--- src/sv/scu_pkg.sv ---
`timescale 1ns / 1ps

package scu_pkg;

  localparam int SIG_BYTES  = 16;
  localparam int SIG_IDX_W  = 4;
  localparam int LEN_W      = 5;
  localparam int OUT_OFS_W  = 48;
  localparam int COUNT_W    = 32;
  localparam int SCOPE_W    = 33;
  localparam int CFG_IDX_W  = 3;
  localparam int CFG_DATA_W = 64;

  // Result buffer geometry
  localparam int RB_DEPTH = 4;
  localparam int RB_PTR_W = 2;
  localparam int RB_CNT_W = 3;

  // Register map
  localparam logic [CFG_IDX_W-1:0] REG_SIG_LOW  = 3'd0;
  localparam logic [CFG_IDX_W-1:0] REG_SIG_HIGH = 3'd1;
  localparam logic [CFG_IDX_W-1:0] REG_SIG_LEN  = 3'd2;
  localparam logic [CFG_IDX_W-1:0] REG_SKIP     = 3'd3;
  localparam logic [CFG_IDX_W-1:0] REG_LIMIT    = 3'd4;

  // Register reset values
  localparam logic [LEN_W-1:0]   SIG_LEN_RESET = 5'd1;
  localparam logic [COUNT_W-1:0] SKIP_RESET    = 32'd0;
  localparam logic [COUNT_W-1:0] LIMIT_RESET   = 32'hFFFF_FFFF;

  // Scope counter after reset: skip scope reset value plus one
  localparam logic [SCOPE_W-1:0] SCOPE_RESET = 33'd1;

  typedef enum logic {
    EV_NEW = 1'b0,
    EV_END = 1'b1
  } event_kind_t;

  typedef struct packed {
    event_kind_t            kind;
    logic [OUT_OFS_W-1:0]   item_offset;
    logic [OUT_OFS_W-1:0]   closed_size;
    logic                   closed_valid;
    logic [COUNT_W-1:0]     item_number;
    logic                   limit_reached;
    logic                   last_result;
  } result_t;

  typedef struct packed {
    logic [LEN_W-1:0]   len;
    logic [COUNT_W-1:0] skip;
    logic [COUNT_W-1:0] limit;
  } cfg_t;

  typedef struct packed {
    logic               fire;
    logic               last;
    logic               have_item;
    logic               stopped;
    logic [COUNT_W-1:0] found_count;
  } core_stat_t;

endpackage

--- src/sv/scu_cfg.sv ---
`timescale 1ns / 1ps

module scu_cfg #(
  parameter int SIGN_MAX = 16
) (
  input  logic                             clk,
  input  logic                             rst,
  input  logic                             cfg_valid,
  input  logic [scu_pkg::CFG_IDX_W-1:0]    cfg_index,
  input  logic [scu_pkg::CFG_DATA_W-1:0]   cfg_data,
  output scu_pkg::cfg_t                    cfg,
  output logic [SIGN_MAX-1:0][7:0]         sig_align,
  output logic [SIGN_MAX-1:0]              sig_mask
);
  import scu_pkg::*;

  logic [63:0]                 sig_low;
  logic [63:0]                 sig_high;
  logic [LEN_W-1:0]            sig_length;
  logic [COUNT_W-1:0]          skip;
  logic [COUNT_W-1:0]          limit;
  logic [LEN_W-1:0]            len_eff;
  logic [LEN_W-1:0]            len;
  logic [SIG_BYTES-1:0][7:0]   sig_all;
  logic [SIGN_MAX-1:0][7:0]    align_next;
  logic [SIGN_MAX-1:0]         mask_next;

  always_ff @(posedge clk) begin
    if (rst) begin
      sig_low    <= '0;
      sig_high   <= '0;
      sig_length <= SIG_LEN_RESET;
      skip       <= SKIP_RESET;
      limit      <= LIMIT_RESET;
    end else if (cfg_valid) begin
      case (cfg_index)
        REG_SIG_LOW:  sig_low    <= cfg_data[63:0];
        REG_SIG_HIGH: sig_high   <= cfg_data[63:0];
        REG_SIG_LEN:  sig_length <= cfg_data[LEN_W-1:0];
        REG_SKIP:     skip       <= cfg_data[COUNT_W-1:0];
        REG_LIMIT:    limit      <= cfg_data[COUNT_W-1:0];
        default: ;
      endcase
    end
  end

  // Clamp length into 1..SIGN_MAX
  always_comb begin
    len_eff = sig_length;
    if (sig_length == '0) begin
      len_eff = LEN_W'(1);
    end else if (sig_length > LEN_W'(SIGN_MAX)) begin
      len_eff = LEN_W'(SIGN_MAX);
    end
  end

  assign sig_all = {sig_high, sig_low};

  // Window slot j (0 = newest) holds signature byte len-1-j
  always_comb begin
    logic [LEN_W-1:0] pos;
    pos = '0;
    for (int j = 0; j < SIGN_MAX; j++) begin
      pos           = len_eff - LEN_W'(1) - LEN_W'(j);
      align_next[j] = sig_all[pos[SIG_IDX_W-1:0]];
      mask_next[j]  = LEN_W'(j) < len_eff;
    end
  end

  always_ff @(posedge clk) begin
    sig_align <= align_next;
    sig_mask  <= mask_next;
    len       <= len_eff;
  end

  assign cfg.len   = len;
  assign cfg.skip  = skip;
  assign cfg.limit = limit;

endmodule

--- src/sv/scu_core.sv ---
`timescale 1ns / 1ps

module scu_core #(
  parameter int SIGN_MAX    = 16,
  parameter int OFFSET_BITS = 48
) (
  input  logic                        clk,
  input  logic                        rst,
  input  logic                        in_valid,
  output logic                        in_ready,
  input  logic [7:0]                  data_byte,
  input  logic                        last_byte,
  input  scu_pkg::cfg_t               cfg,
  input  logic [SIGN_MAX-1:0][7:0]    sig_align,
  input  logic [SIGN_MAX-1:0]         sig_mask,
  input  logic                        room,
  output logic [1:0]                  push,
  output scu_pkg::result_t            res0,
  output scu_pkg::result_t            res1,
  output scu_pkg::core_stat_t         stat
);
  import scu_pkg::*;

  // Input register
  logic                         in_full;
  logic [7:0]                   in_byte;
  logic                         in_last;

  // Scan state
  logic [SIGN_MAX-1:0][7:0]     window;
  logic [OFFSET_BITS-1:0]       stream_offset;
  logic [OFFSET_BITS-1:0]       last_item_start;
  logic [OFFSET_BITS-1:0]       block_until;
  logic                         have_item;
  logic                         stopped;
  logic [COUNT_W-1:0]           found_count;
  logic [SCOPE_W-1:0]           scope_counter;

  logic                         fire;
  logic [SIGN_MAX-1:0][7:0]     win_new;
  logic [SIGN_MAX-1:0]          hit_vec;
  logic                         match;
  logic [OFFSET_BITS-1:0]       len_ext;
  logic [OFFSET_BITS-1:0]       len_m1;
  logic [OFFSET_BITS-1:0]       q;
  logic [OFFSET_BITS-1:0]       n1;
  logic                         examine;
  logic                         pos_open;
  logic                         scope_ok;
  logic                         accept;
  logic [COUNT_W-1:0]           found_inc;
  logic                         stop_new;
  logic                         have_a;
  logic [OFFSET_BITS-1:0]       lis_a;
  logic [COUNT_W-1:0]           cnt_a;
  result_t                      new_res;
  result_t                      end_res;

  assign fire     = in_full && room;
  assign in_ready = !in_full || fire;

  always_comb begin
    win_new[0] = in_byte;
    for (int j = 1; j < SIGN_MAX; j++) begin
      win_new[j] = window[j-1];
    end
    for (int j = 0; j < SIGN_MAX; j++) begin
      hit_vec[j] = !sig_mask[j] || (win_new[j] == sig_align[j]);
    end
  end

  assign match   = &hit_vec;
  assign len_ext = OFFSET_BITS'(cfg.len);
  assign len_m1  = len_ext - OFFSET_BITS'(1);
  assign examine = !stopped && (stream_offset >= len_m1);
  assign q       = stream_offset - len_m1;
  assign pos_open = q >= block_until;
  assign scope_ok = !have_item || (scope_counter >= {1'b0, cfg.skip});
  assign accept   = examine && pos_open && match && scope_ok;

  assign found_inc = found_count + COUNT_W'(1);
  assign stop_new  = stopped || (accept && (found_inc >= cfg.limit));
  assign n1        = stream_offset + OFFSET_BITS'(1);
  assign have_a    = have_item || accept;
  assign lis_a     = accept ? q : last_item_start;
  assign cnt_a     = accept ? found_inc : found_count;

  always_comb begin
    new_res.kind          = EV_NEW;
    new_res.item_offset   = OUT_OFS_W'(q);
    new_res.closed_size   = have_item ? OUT_OFS_W'(q - last_item_start) : '0;
    new_res.closed_valid  = have_item;
    new_res.item_number   = found_inc;
    new_res.limit_reached = stop_new;
    new_res.last_result   = !in_last;

    end_res.kind          = EV_END;
    end_res.item_offset   = OUT_OFS_W'(n1);
    end_res.closed_size   = have_a ? OUT_OFS_W'(n1 - lis_a) : '0;
    end_res.closed_valid  = have_a;
    end_res.item_number   = cnt_a;
    end_res.limit_reached = stop_new;
    end_res.last_result   = 1'b1;
  end

  // New item goes first; the end event follows in the same push
  assign res0 = accept ? new_res : end_res;
  assign res1 = end_res;
  assign push = fire ? {accept && in_last, accept ^ in_last} : 2'b00;

  always_ff @(posedge clk) begin
    if (rst) begin
      in_full <= 1'b0;
    end else if (in_ready) begin
      in_full <= in_valid;
    end
  end

  always_ff @(posedge clk) begin
    if (in_valid && in_ready) begin
      in_byte <= data_byte;
      in_last <= last_byte;
    end
  end

  always_ff @(posedge clk) begin
    if (rst) begin
      window          <= '0;
      stream_offset   <= '0;
      last_item_start <= '0;
      block_until     <= '0;
      have_item       <= 1'b0;
      stopped         <= 1'b0;
      found_count     <= '0;
      scope_counter   <= SCOPE_RESET;
    end else if (fire) begin
      if (in_last) begin
        // end of stream: back to a fresh stream
        window          <= '0;
        stream_offset   <= '0;
        last_item_start <= '0;
        block_until     <= '0;
        have_item       <= 1'b0;
        stopped         <= 1'b0;
        found_count     <= '0;
        scope_counter   <= {1'b0, cfg.skip} + SCOPE_W'(1);
      end else begin
        window        <= win_new;
        stream_offset <= n1;
        stopped       <= stop_new;
        if (accept) begin
          found_count     <= found_inc;
          have_item       <= 1'b1;
          last_item_start <= q;
          scope_counter   <= '0;
          block_until     <= q + len_ext;
        end else if (examine && pos_open && (scope_counter != '1)) begin
          scope_counter <= scope_counter + SCOPE_W'(1);
        end
      end
    end
  end

  assign stat.fire        = fire;
  assign stat.last        = in_last;
  assign stat.have_item   = have_item;
  assign stat.stopped     = stopped;
  assign stat.found_count = found_count;

endmodule

--- src/sv/scu_rbuf.sv ---
`timescale 1ns / 1ps

module scu_rbuf (
  input  logic                          clk,
  input  logic                          rst,
  input  logic [1:0]                    push,
  input  scu_pkg::result_t              res0,
  input  scu_pkg::result_t              res1,
  output logic                          room,
  output logic                          out_valid,
  input  logic                          out_ready,
  output scu_pkg::result_t              out_res,
  output logic [scu_pkg::RB_CNT_W-1:0]  count
);
  import scu_pkg::*;

  result_t               slots [RB_DEPTH];
  logic [RB_PTR_W-1:0]   wptr;
  logic [RB_PTR_W-1:0]   rptr;
  logic                  pop;

  assign out_valid = count != '0;
  assign pop       = out_valid && out_ready;
  assign out_res   = slots[rptr];
  assign room      = count <= RB_CNT_W'(RB_DEPTH - 2);

  always_ff @(posedge clk) begin
    if (push != 2'b00) begin
      slots[wptr] <= res0;
    end
    if (push == 2'd2) begin
      slots[wptr + RB_PTR_W'(1)] <= res1;
    end
  end

  always_ff @(posedge clk) begin
    if (rst) begin
      wptr  <= '0;
      rptr  <= '0;
      count <= '0;
    end else begin
      wptr  <= wptr + RB_PTR_W'(push);
      rptr  <= rptr + RB_PTR_W'(pop);
      count <= count + RB_CNT_W'(push) - RB_CNT_W'(pop);
    end
  end

endmodule

--- src/sv/signature_carving_scanner_unit.sv ---
`timescale 1ns / 1ps

// Signature carving scanner. Feed the stream one byte per transaction on the
// input channel, with last_byte set on its final byte. The block keeps the
// newest SIGN_MAX bytes and reports each non-overlapping occurrence of the
// configured signature (up to 16 bytes) as a new-item result carrying its
// start offset and the size of the item it closes; the final byte adds an
// end-of-stream result that closes the last item against the stream length
// and returns the scanner to a fresh stream. A match is taken only once
// skip_scope examined start positions have passed since the end of the last
// accepted signature, and new items stop once item_limit is reached.
// Rate: one byte per clock while the result buffer has room. A byte is held
// in an input register, then the window compare, offset compares and counter
// updates run combinationally and drop zero, one or two results into a
// four-entry result buffer; the first result reaches the output through the
// input register and then the result buffer. The output port moves one
// result per cycle while out_ready is high, so a byte that yields two results
// occupies the output port for both and sustained throughput follows it.
// Write configuration only while the block is idle. There is no clearing
// pass after reset.
module signature_carving_scanner_unit #(
  parameter int SIGN_MAX    = 16,
  parameter int OFFSET_BITS = 48
) (
  input  logic                              clk,
  input  logic                              rst,
  // configuration write channel
  input  logic                              cfg_valid,
  output logic                              cfg_ready,
  input  logic [scu_pkg::CFG_IDX_W-1:0]     cfg_index,
  input  logic [scu_pkg::CFG_DATA_W-1:0]    cfg_data,
  // byte stream
  input  logic                              in_valid,
  output logic                              in_ready,
  input  logic [7:0]                        data_byte,
  input  logic                              last_byte,
  // results
  output logic                              out_valid,
  input  logic                              out_ready,
  output logic                              event_kind,
  output logic [scu_pkg::OUT_OFS_W-1:0]     item_offset,
  output logic [scu_pkg::OUT_OFS_W-1:0]     closed_size,
  output logic                              closed_valid,
  output logic [scu_pkg::COUNT_W-1:0]       item_number,
  output logic                              limit_reached,
  output logic                              last_result
);
  import scu_pkg::*;

  cfg_t                       cfg;
  logic [SIGN_MAX-1:0][7:0]   sig_align;
  logic [SIGN_MAX-1:0]        sig_mask;
  logic                       room;
  logic [1:0]                 push;
  result_t                    res0;
  result_t                    res1;
  result_t                    out_res;
  core_stat_t                 core_stat;
  logic [RB_CNT_W-1:0]        rb_count;

  // Register writes are always accepted
  assign cfg_ready = 1'b1;

  scu_cfg #(
    .SIGN_MAX (SIGN_MAX)
  ) u_cfg (
    .clk       (clk),
    .rst       (rst),
    .cfg_valid (cfg_valid),
    .cfg_index (cfg_index),
    .cfg_data  (cfg_data),
    .cfg       (cfg),
    .sig_align (sig_align),
    .sig_mask  (sig_mask)
  );

  // Input register, window compare and scan state
  scu_core #(
    .SIGN_MAX    (SIGN_MAX),
    .OFFSET_BITS (OFFSET_BITS)
  ) u_core (
    .clk       (clk),
    .rst       (rst),
    .in_valid  (in_valid),
    .in_ready  (in_ready),
    .data_byte (data_byte),
    .last_byte (last_byte),
    .cfg       (cfg),
    .sig_align (sig_align),
    .sig_mask  (sig_mask),
    .room      (room),
    .push      (push),
    .res0      (res0),
    .res1      (res1),
    .stat      (core_stat)
  );

  // Result buffer decouples the scan from output back-pressure
  scu_rbuf u_rbuf (
    .clk       (clk),
    .rst       (rst),
    .push      (push),
    .res0      (res0),
    .res1      (res1),
    .room      (room),
    .out_valid (out_valid),
    .out_ready (out_ready),
    .out_res   (out_res),
    .count     (rb_count)
  );

  assign event_kind    = out_res.kind;
  assign item_offset   = out_res.item_offset;
  assign closed_size   = out_res.closed_size;
  assign closed_valid  = out_res.closed_valid;
  assign item_number   = out_res.item_number;
  assign limit_reached = out_res.limit_reached;
  assign last_result   = out_res.last_result;

  // Result buffer never overflows
  a_rbuf_bound: assert property (@(posedge clk) disable iff (rst)
    rb_count <= RB_CNT_W'(RB_DEPTH))
    else $error("result buffer overflow");

  // End of stream returns the scan state to a fresh stream
  a_stream_clear: assert property (@(posedge clk) disable iff (rst)
    core_stat.fire && core_stat.last |=>
      core_stat.found_count == '0 && !core_stat.have_item && !core_stat.stopped)
    else $error("scan state not cleared after end of stream");

  // Once stopped, stay stopped until the stream ends
  a_stop_sticky: assert property (@(posedge clk) disable iff (rst)
    core_stat.stopped && !(core_stat.fire && core_stat.last) |=> core_stat.stopped)
    else $error("item limit stop released inside a stream");

  // Item count moves only when a byte is processed
  a_count_hold: assert property (@(posedge clk) disable iff (rst)
    !core_stat.fire |=> $stable(core_stat.found_count))
    else $error("item count changed without a processed byte");

endmodule

--- config.mk ---
export PLATFORM = sky130hd
export DESIGN_NAME = signature_carving_scanner_unit
export DESIGN_NICKNAME = d
export VERILOG_FILES = /design/src/sv/scu_pkg.sv /design/src/sv/scu_cfg.sv /design/src/sv/scu_core.sv /design/src/sv/scu_rbuf.sv /design/src/sv/signature_carving_scanner_unit.sv
export SDC_FILE = /design/constraint.sdc
export NUM_CORES = 2
export LEC_CHECK = 0
export BUFFER_PORTS_ARGS = -buffer_cell sky130_fd_sc_hd__buf_2
export CORE_MARGIN = 8
export CORE_UTILIZATION = 44
export CTS_CLUSTER_SIZE = 20
export DETAILED_ROUTE_END_ITERATION = 6
export PLACE_DENSITY_LB_ADDON = 0.08
export SLEW_MARGIN = 30
export SYNTH_ARGS = -nofsm -noshare
export SYNTH_HDL_FRONTEND = slang
export SYNTH_SLANG_ARGS = --single-unit
--- constraint.sdc ---
create_clock -name clk -period 32.2 [get_ports clk]
set_input_delay 6.44 -clock clk [delete_from_list [all_inputs] [get_ports clk]]
set_output_delay 6.44 -clock clk [all_outputs]
set_load 0.02 [all_outputs]
---- After elaboration in Yosys (flattened, before gate mapping) ----
Memories as Yosys holds them, arrays and structs flattened. A register that Yosys moved wholly into a read port is not among the register bits.
Cells that the tools add are included.
storage, ports and cells
  register bits after elaboration ......... 694
  memories kept ........................... 1
  RAM bits ................................ 528
  input bits .............................. 81
cells by class
  magnitude comparators ................... 38
  bitwise operators ....................... 1
  add/sub/neg operators ................... 30
  equality and inequality tests ........... 22
  mux-type cells .......................... 57
  reductions and logical operators ........ 64
memories
  memory        depth  width  rd ports  clocked after memory_dff  write ports  RTL line        RTL
  u_rbuf.slots  4      132    1         1                         2            scu_rbuf.sv:17  result_t slots [RB_DEPTH];
operators by type and width
  operator                 count
  $bmux W8 S4              16
  $mux W48                 7
  $sub A48 B48 Y48         3
  $mux W132                1
  $eq A8 B8 Y1             16
  $mux W8                  16
  $mux W120                1
  $mux W33                 3
  $ge A48 B48 Y1           2
  $lt A4 B5 Y1 const B     16
  $mux W32                 2
  $add A48 B1 Y48 const B  1
  $add A48 B5 Y48          1
  $lt A4 B5 Y1 const A     8
  $add A32 B1 Y33 const B  1
  $add A33 B1 Y33 const B  1
  $ge A33 B32 Y1           1
  $ne A33 B33 Y1 const B   1
  $add A32 B1 Y32 const B  1
  $ge A32 B32 Y1           1
  $sub A4 B4 Y4 const B    8
  $logic_not A1 Y1         20
  $logic_or A1 B1 Y1       20
  $lt A3 B5 Y1 const A     4
  28 further kinds         61

---- Logic depth before layout (Yosys ltp) ----
  depth in word-level cells ............... 11
  gate-level depth with buffers ........... 44

---- By module ----
A second synthesis with hierarchy kept.
unflattened totals
  cell total of the unflattened synthesis .. 7320
  area total of the unflattened synthesis .. 74098.6 µm²
modules (own cells, without submodules)
  module                          cells an instance  sequential area each (µm²)  times used  area each (µm²)
  scu_core                        4387               6916.6                      1           31956.9
  scu_rbuf                        1323               15995.3                     1           25734.7
  scu_cfg                         1608               6906.6                      1           16395.7
  signature_carving_scanner_unit  2                  0.0                         1           11.3

---- Least setup slack after synthesis ----
OpenSTA, ideal clock, no wires.
  kind .................................... reg2reg
  start ................................... reg u_cfg.len[0]
  end ..................................... mem u_rbuf.slots[3][100] (netlist name), enable pin
  required time ........................... 31716 ps
  clock period less this slack ............ 10946 ps
  setup slack ............................. 21254 ps
  arrival ................................. 10461 ps
  buffers on the path ..................... 4
  cell stages (with the launch flop) ...... 31
  path through ............................ dfxtp_1 -> nor3_1 -> nand2_1 -> ha_1 -> buf_2 -> a21oi_1 -> o21a_1 -> o211ai_1 -> a221o_1 -> nor4b_1 -> o41ai_2 -> a31oi_1 -> mux2i_1 -> inv_1 -> ha_1 -> nand4_1 -> nor3_1 -> a22oi_1 -> a211oi_1 -> a21oi_1 -> and2_1 -> nor3_1 -> and2_1 -> clkbuf_1 -> clkbuf_1 -> ha_1 -> nand2_1 -> buf_1 -> nor3_1 -> nor2_1 -> inv_1
RTL lines
  element                 RTL line        RTL
  from (decl)             scu_cfg.sv:23   logic [LEN_W-1:0] len;
  from (signal assigned)  scu_cfg.sv:73   len <= len_eff;
  to (decl)               scu_rbuf.sv:17

==> qor.csv <==
metric,value,unit
peakVddDrop,46.2,uV
cts_tree,done,
viasPerCell,6.00,
ys_warn_count,0,
dieArea,0.171,sq mm
fin_area,0.0773,sq mm
core_area,0.158,sq mm
worstHoldPathType,reg2reg,
h-tree-depth,4,
worstPathArrival,13.01,ns
first_pass_iters,6,
synthArstFlopShare,0,
numCtsBuffers,141,
endpoint_kind,flip-flop,
status,finished clean,
finalNetCount,7754,
slew_viol_final,0,
layout-drive-gt1-share,0.104,
drv_cap,0,
post_cts_resized,0,
die_x,413,um
cp_slowest_cell,nor3b_1,
dr.first_iter.drc_count,5347,
syn_to_final_growth,11.3,%
portBuffers,214,
fp-row-count,146,
rsz0062_at_grt,no,
clock_latency,0.79,ns
chipHeight,413,um
fmax,80.0,MHz
cp_max_fo,56,
cp.required,32.71,ns
grt.overflow.total,0,
vias,57500,
numClockSinks,1221,
n_fill_cell,14800,
track_usage,0.279,
antenna_found_initial,5,
worstMarginPinSlew,1.12,ns
clk_pin_slew_worst_paths,0.06,ns
postRouteAntennaNets,0,
synth-seq-cells,1221,
synthFlopType,dfxtp_1,
slew_headroom,0.249,
ys_seq_area_frac,0.428,
syn_area,0.0695,sq mm
p_per_area,63.0,mW/mm^2
hold_depth,2,
post_cts_buffers,0,
synthCells,7385,
grt_max_degree,132,
hold_viol,0,
clock-root-buffer,clkbuf_16,
fin_tns_setup,0,ns
place_hpwl,176000,um
totalWireLength,247000,um
p_leak,29.4,nW
start_util,0.441,
grt_first_pass_wirelength,363000,um
finalSetupViolCount,0,
cp_common_cell,buf_4,
period_minus_slack,12.50,ns
synth.avg_cell_area,9.41,sq um
place_congestion,0.925,
critical_path_class,reg2reg,
reg2regPathDepth,40,
cp_slowest_stage_delay,0.71,ns
ios,216,
final_core_util,0.490,
clock_skew,0.0283,ns
clk_path_buf_depth,3,
synth-edff-count,529,
route.detailed.drc,0,
grt_pass1_vias,55400,
ff2ff_setup_slack,19.70,ns
finalCritPeriodShare,0.388,
postCtsHoldBufs,0,
synth_cell_types,97,
routedWlPerCell,25.8,um
critPathLaunchType,flip-flop,
placed_area,0.0726,sq mm
==> metal layers <==
metal / global-route usage / routed length, um / vias up
li1: - / - / 26900
met1: 0.379 / 108000 / 28200
met2: 0.458 / 115000 / 2052
met3: 0.0391 / 15100 / 374
met4: 0.0945 / 8770 / 2
met5: 0 / 13 / -
==> placed cells by master, fill, tap and decap left out, types with 52 or more instances in the layout <==
cell | Yosys | final
ha_1 | 280 | 277
a21oi_1 | 652 | 649
o22ai_1 | 365 | 365
clkbuf_16 | 0 | 143
mux4_2 | 132 | 132
buf_2 | 12 | 213
nor3_1 | 90 | 89
nor2_1 | 712 | 705
mux2i_1 | 532 | 532
edfxtp_1 | 529 | 529
o21ai_0 | 257 | 255
inv_1 | 308 | 301
a2bb2oi_1 | 52 | 52
xnor2_1 | 330 | 324
nand4_1 | 99 | 99
nand2_1 | 746 | 740
buf_4 | 3 | 110
a22oi_1 | 72 | 72
a21o_1 | 101 | 101
dfxtp_1 | 692 | 690
nand3_1 | 110 | 109
and3_1 | 188 | 187
xor2_1 | 108 | 103
==> per-stage QoR <==
stage	setup slack, ns	cells	power [mW]	hold slack, ns
3_5_place_dp	19.87	9316	3.25	0.440
4_1_cts	19.76	9576	4.89	0.449
2_1_floorplan	21.25	7386	2.74	0.425
3_3_place_gp	19.93	9316	3.25	0.432
5_1_grt	18.86	9578	5.08	0.474
6_report	19.70	9580	4.87	0.452
==> registers in the layout (all words and copies together) (netlist names), 2 cells and up <==
register and count:
u_cfg.len 5, u_cfg.limit 32, u_cfg.sig_align 128, u_cfg.sig_high 64, u_cfg.sig_length 5, u_cfg.sig_low 64, u_cfg.sig_mask 15, u_cfg.skip 32
u_core.block_until 48, u_core.found_count 32, u_core.in_byte 8, u_core.last_item_start 48, u_core.scope_counter 33, u_core.stream_offset 48, u_core.win_new 120, u_rbuf.count 3
u_rbuf.rptr 2, u_rbuf.slots 528, u_rbuf.wptr 2
==> final timing paths <==
path / start / end
setup reg to reg: u_cfg.len[0]$_DFF_P_ / u_rbuf.slots[3][82]$_DFFE_PP_
hold / removal: u_core.block_until[45]$_SDFFE_PP0P_ / u_core.block_until[45]$_SDFFE_PP0P_
setup / recovery: u_cfg.len[0]$_DFF_P_ / u_rbuf.slots[3][82]$_DFFE_PP_
hold reg to reg: u_core.block_until[45]$_SDFFE_PP0P_ / u_core.block_until[45]$_SDFFE_PP0P_
==> worst max-delay path, delay by kind of cell (launching register included) <==
kind                       cells  cell delay [ns]
AOI/OAI and AO/OA             14             3.96
buffers and inverters          6             1.78
adders and majority gates      3             1.35
DFF                            1             0.35
xor gates and xnor gates       1             0.17
muxes                          1             0.57
and+or+nand+nor               15             3.96
==> synth_stat cells, types with 8 or more instances <==
| master | n | area (sq um) |
|---|---|---|
| nand2_1 | 746 | 2800 |
| nor2_1 | 712 | 2670 |
| dfxtp_1 | 692 | 13900 |
| a21oi_1 | 652 | 3260 |
| mux2i_1 | 532 | 5330 |
| edfxtp_1 | 529 | 15900 |
| o22ai_1 | 365 | 2280 |
| clkbuf_1 | 355 | 1330 |
| xnor2_1 | 330 | 2890 |
| inv_1 | 308 | 1160 |
| ha_1 | 280 | 3500 |
| o21ai_0 | 257 | 1290 |
| and3_1 | 188 | 1180 |
| mux4_2 | 132 | 2970 |
| nand3_1 | 110 | 551 |
| xor2_1 | 108 | 946 |
| a21o_1 | 101 | 758 |
| nand4_1 | 99 | 619 |
| buf_1 | 97 | 364 |
| nor3_1 | 90 | 450 |
| a22oi_1 | 72 | 541 |
| a2bb2oi_1 | 52 | 455 |
| nand2b_1 | 46 | 288 |
| nand3b_1 | 46 | 345 |
| o21a_1 | 33 | 248 |
| or3_1 | 33 | 206 |
| nor2b_1 | 30 | 188 |
| a31oi_1 | 29 | 181 |
| o21bai_1 | 26 | 195 |
| and2_1 | 25 | 156 |
| o211ai_1 | 24 | 180 |
| a211oi_1 | 23 | 173 |
| nor4_1 | 18 | 113 |
| o31ai_1 | 18 | 135 |
| or2_2 | 14 | 87.6 |
| a211o_1 | 13 | 114 |
| buf_2 | 12 | 60.1 |
| and4_1 | 11 | 96.3 |
| a21boi_0 | 10 | 75.1 |
| a221oi_1 | 9 | 78.8 |
| a22o_1 | 8 | 70.1 |
| a31o_2 | 8 | 70.1 |
| or4_1 | 8 | 60.1 |
==> area by class of cell <==
type	count	area (sq um)	share of cell area
flip-flops and latches	1221	29700	0.385
clock buffers	190	3910	0.0505
diodes	2	5.00	0.0000647
multi-input cells	5384	37100	0.480
clock inverters	70	790	0.0102
repair buffers	329	2000	0.0258
well taps	2072	2590	0.0335
inverters	312	1190	0.0155
==> cells by family after synthesis <==
kind of cell	Yosys count	synth area share
multiplexers	667	0.120
buffers and inverters	781	0.0426
AO/OA/AOI/OAI	1783	0.156
AND/OR/NAND/NOR	2209	0.146
flip-flops	1221	0.428
adder cells (fa/ha/maj)	284	0.0516
other	1	0.0000540
XOR/XNOR	439	0.0555
==> power by group <==
| part | leakage (nW) | internal, mW | switching [mW] | total [mW] |
|---|---|---|---|---|
| Combinational | 16.3 | 0.521 | 1.01 | 1.53 |
| Sequential | 10.8 | 1.66 | 0.0375 | 1.70 |
| Clock | 2.28 | 0.955 | 0.686 | 1.64 |
No activity file was read; power rests on OpenSTA's default activity.
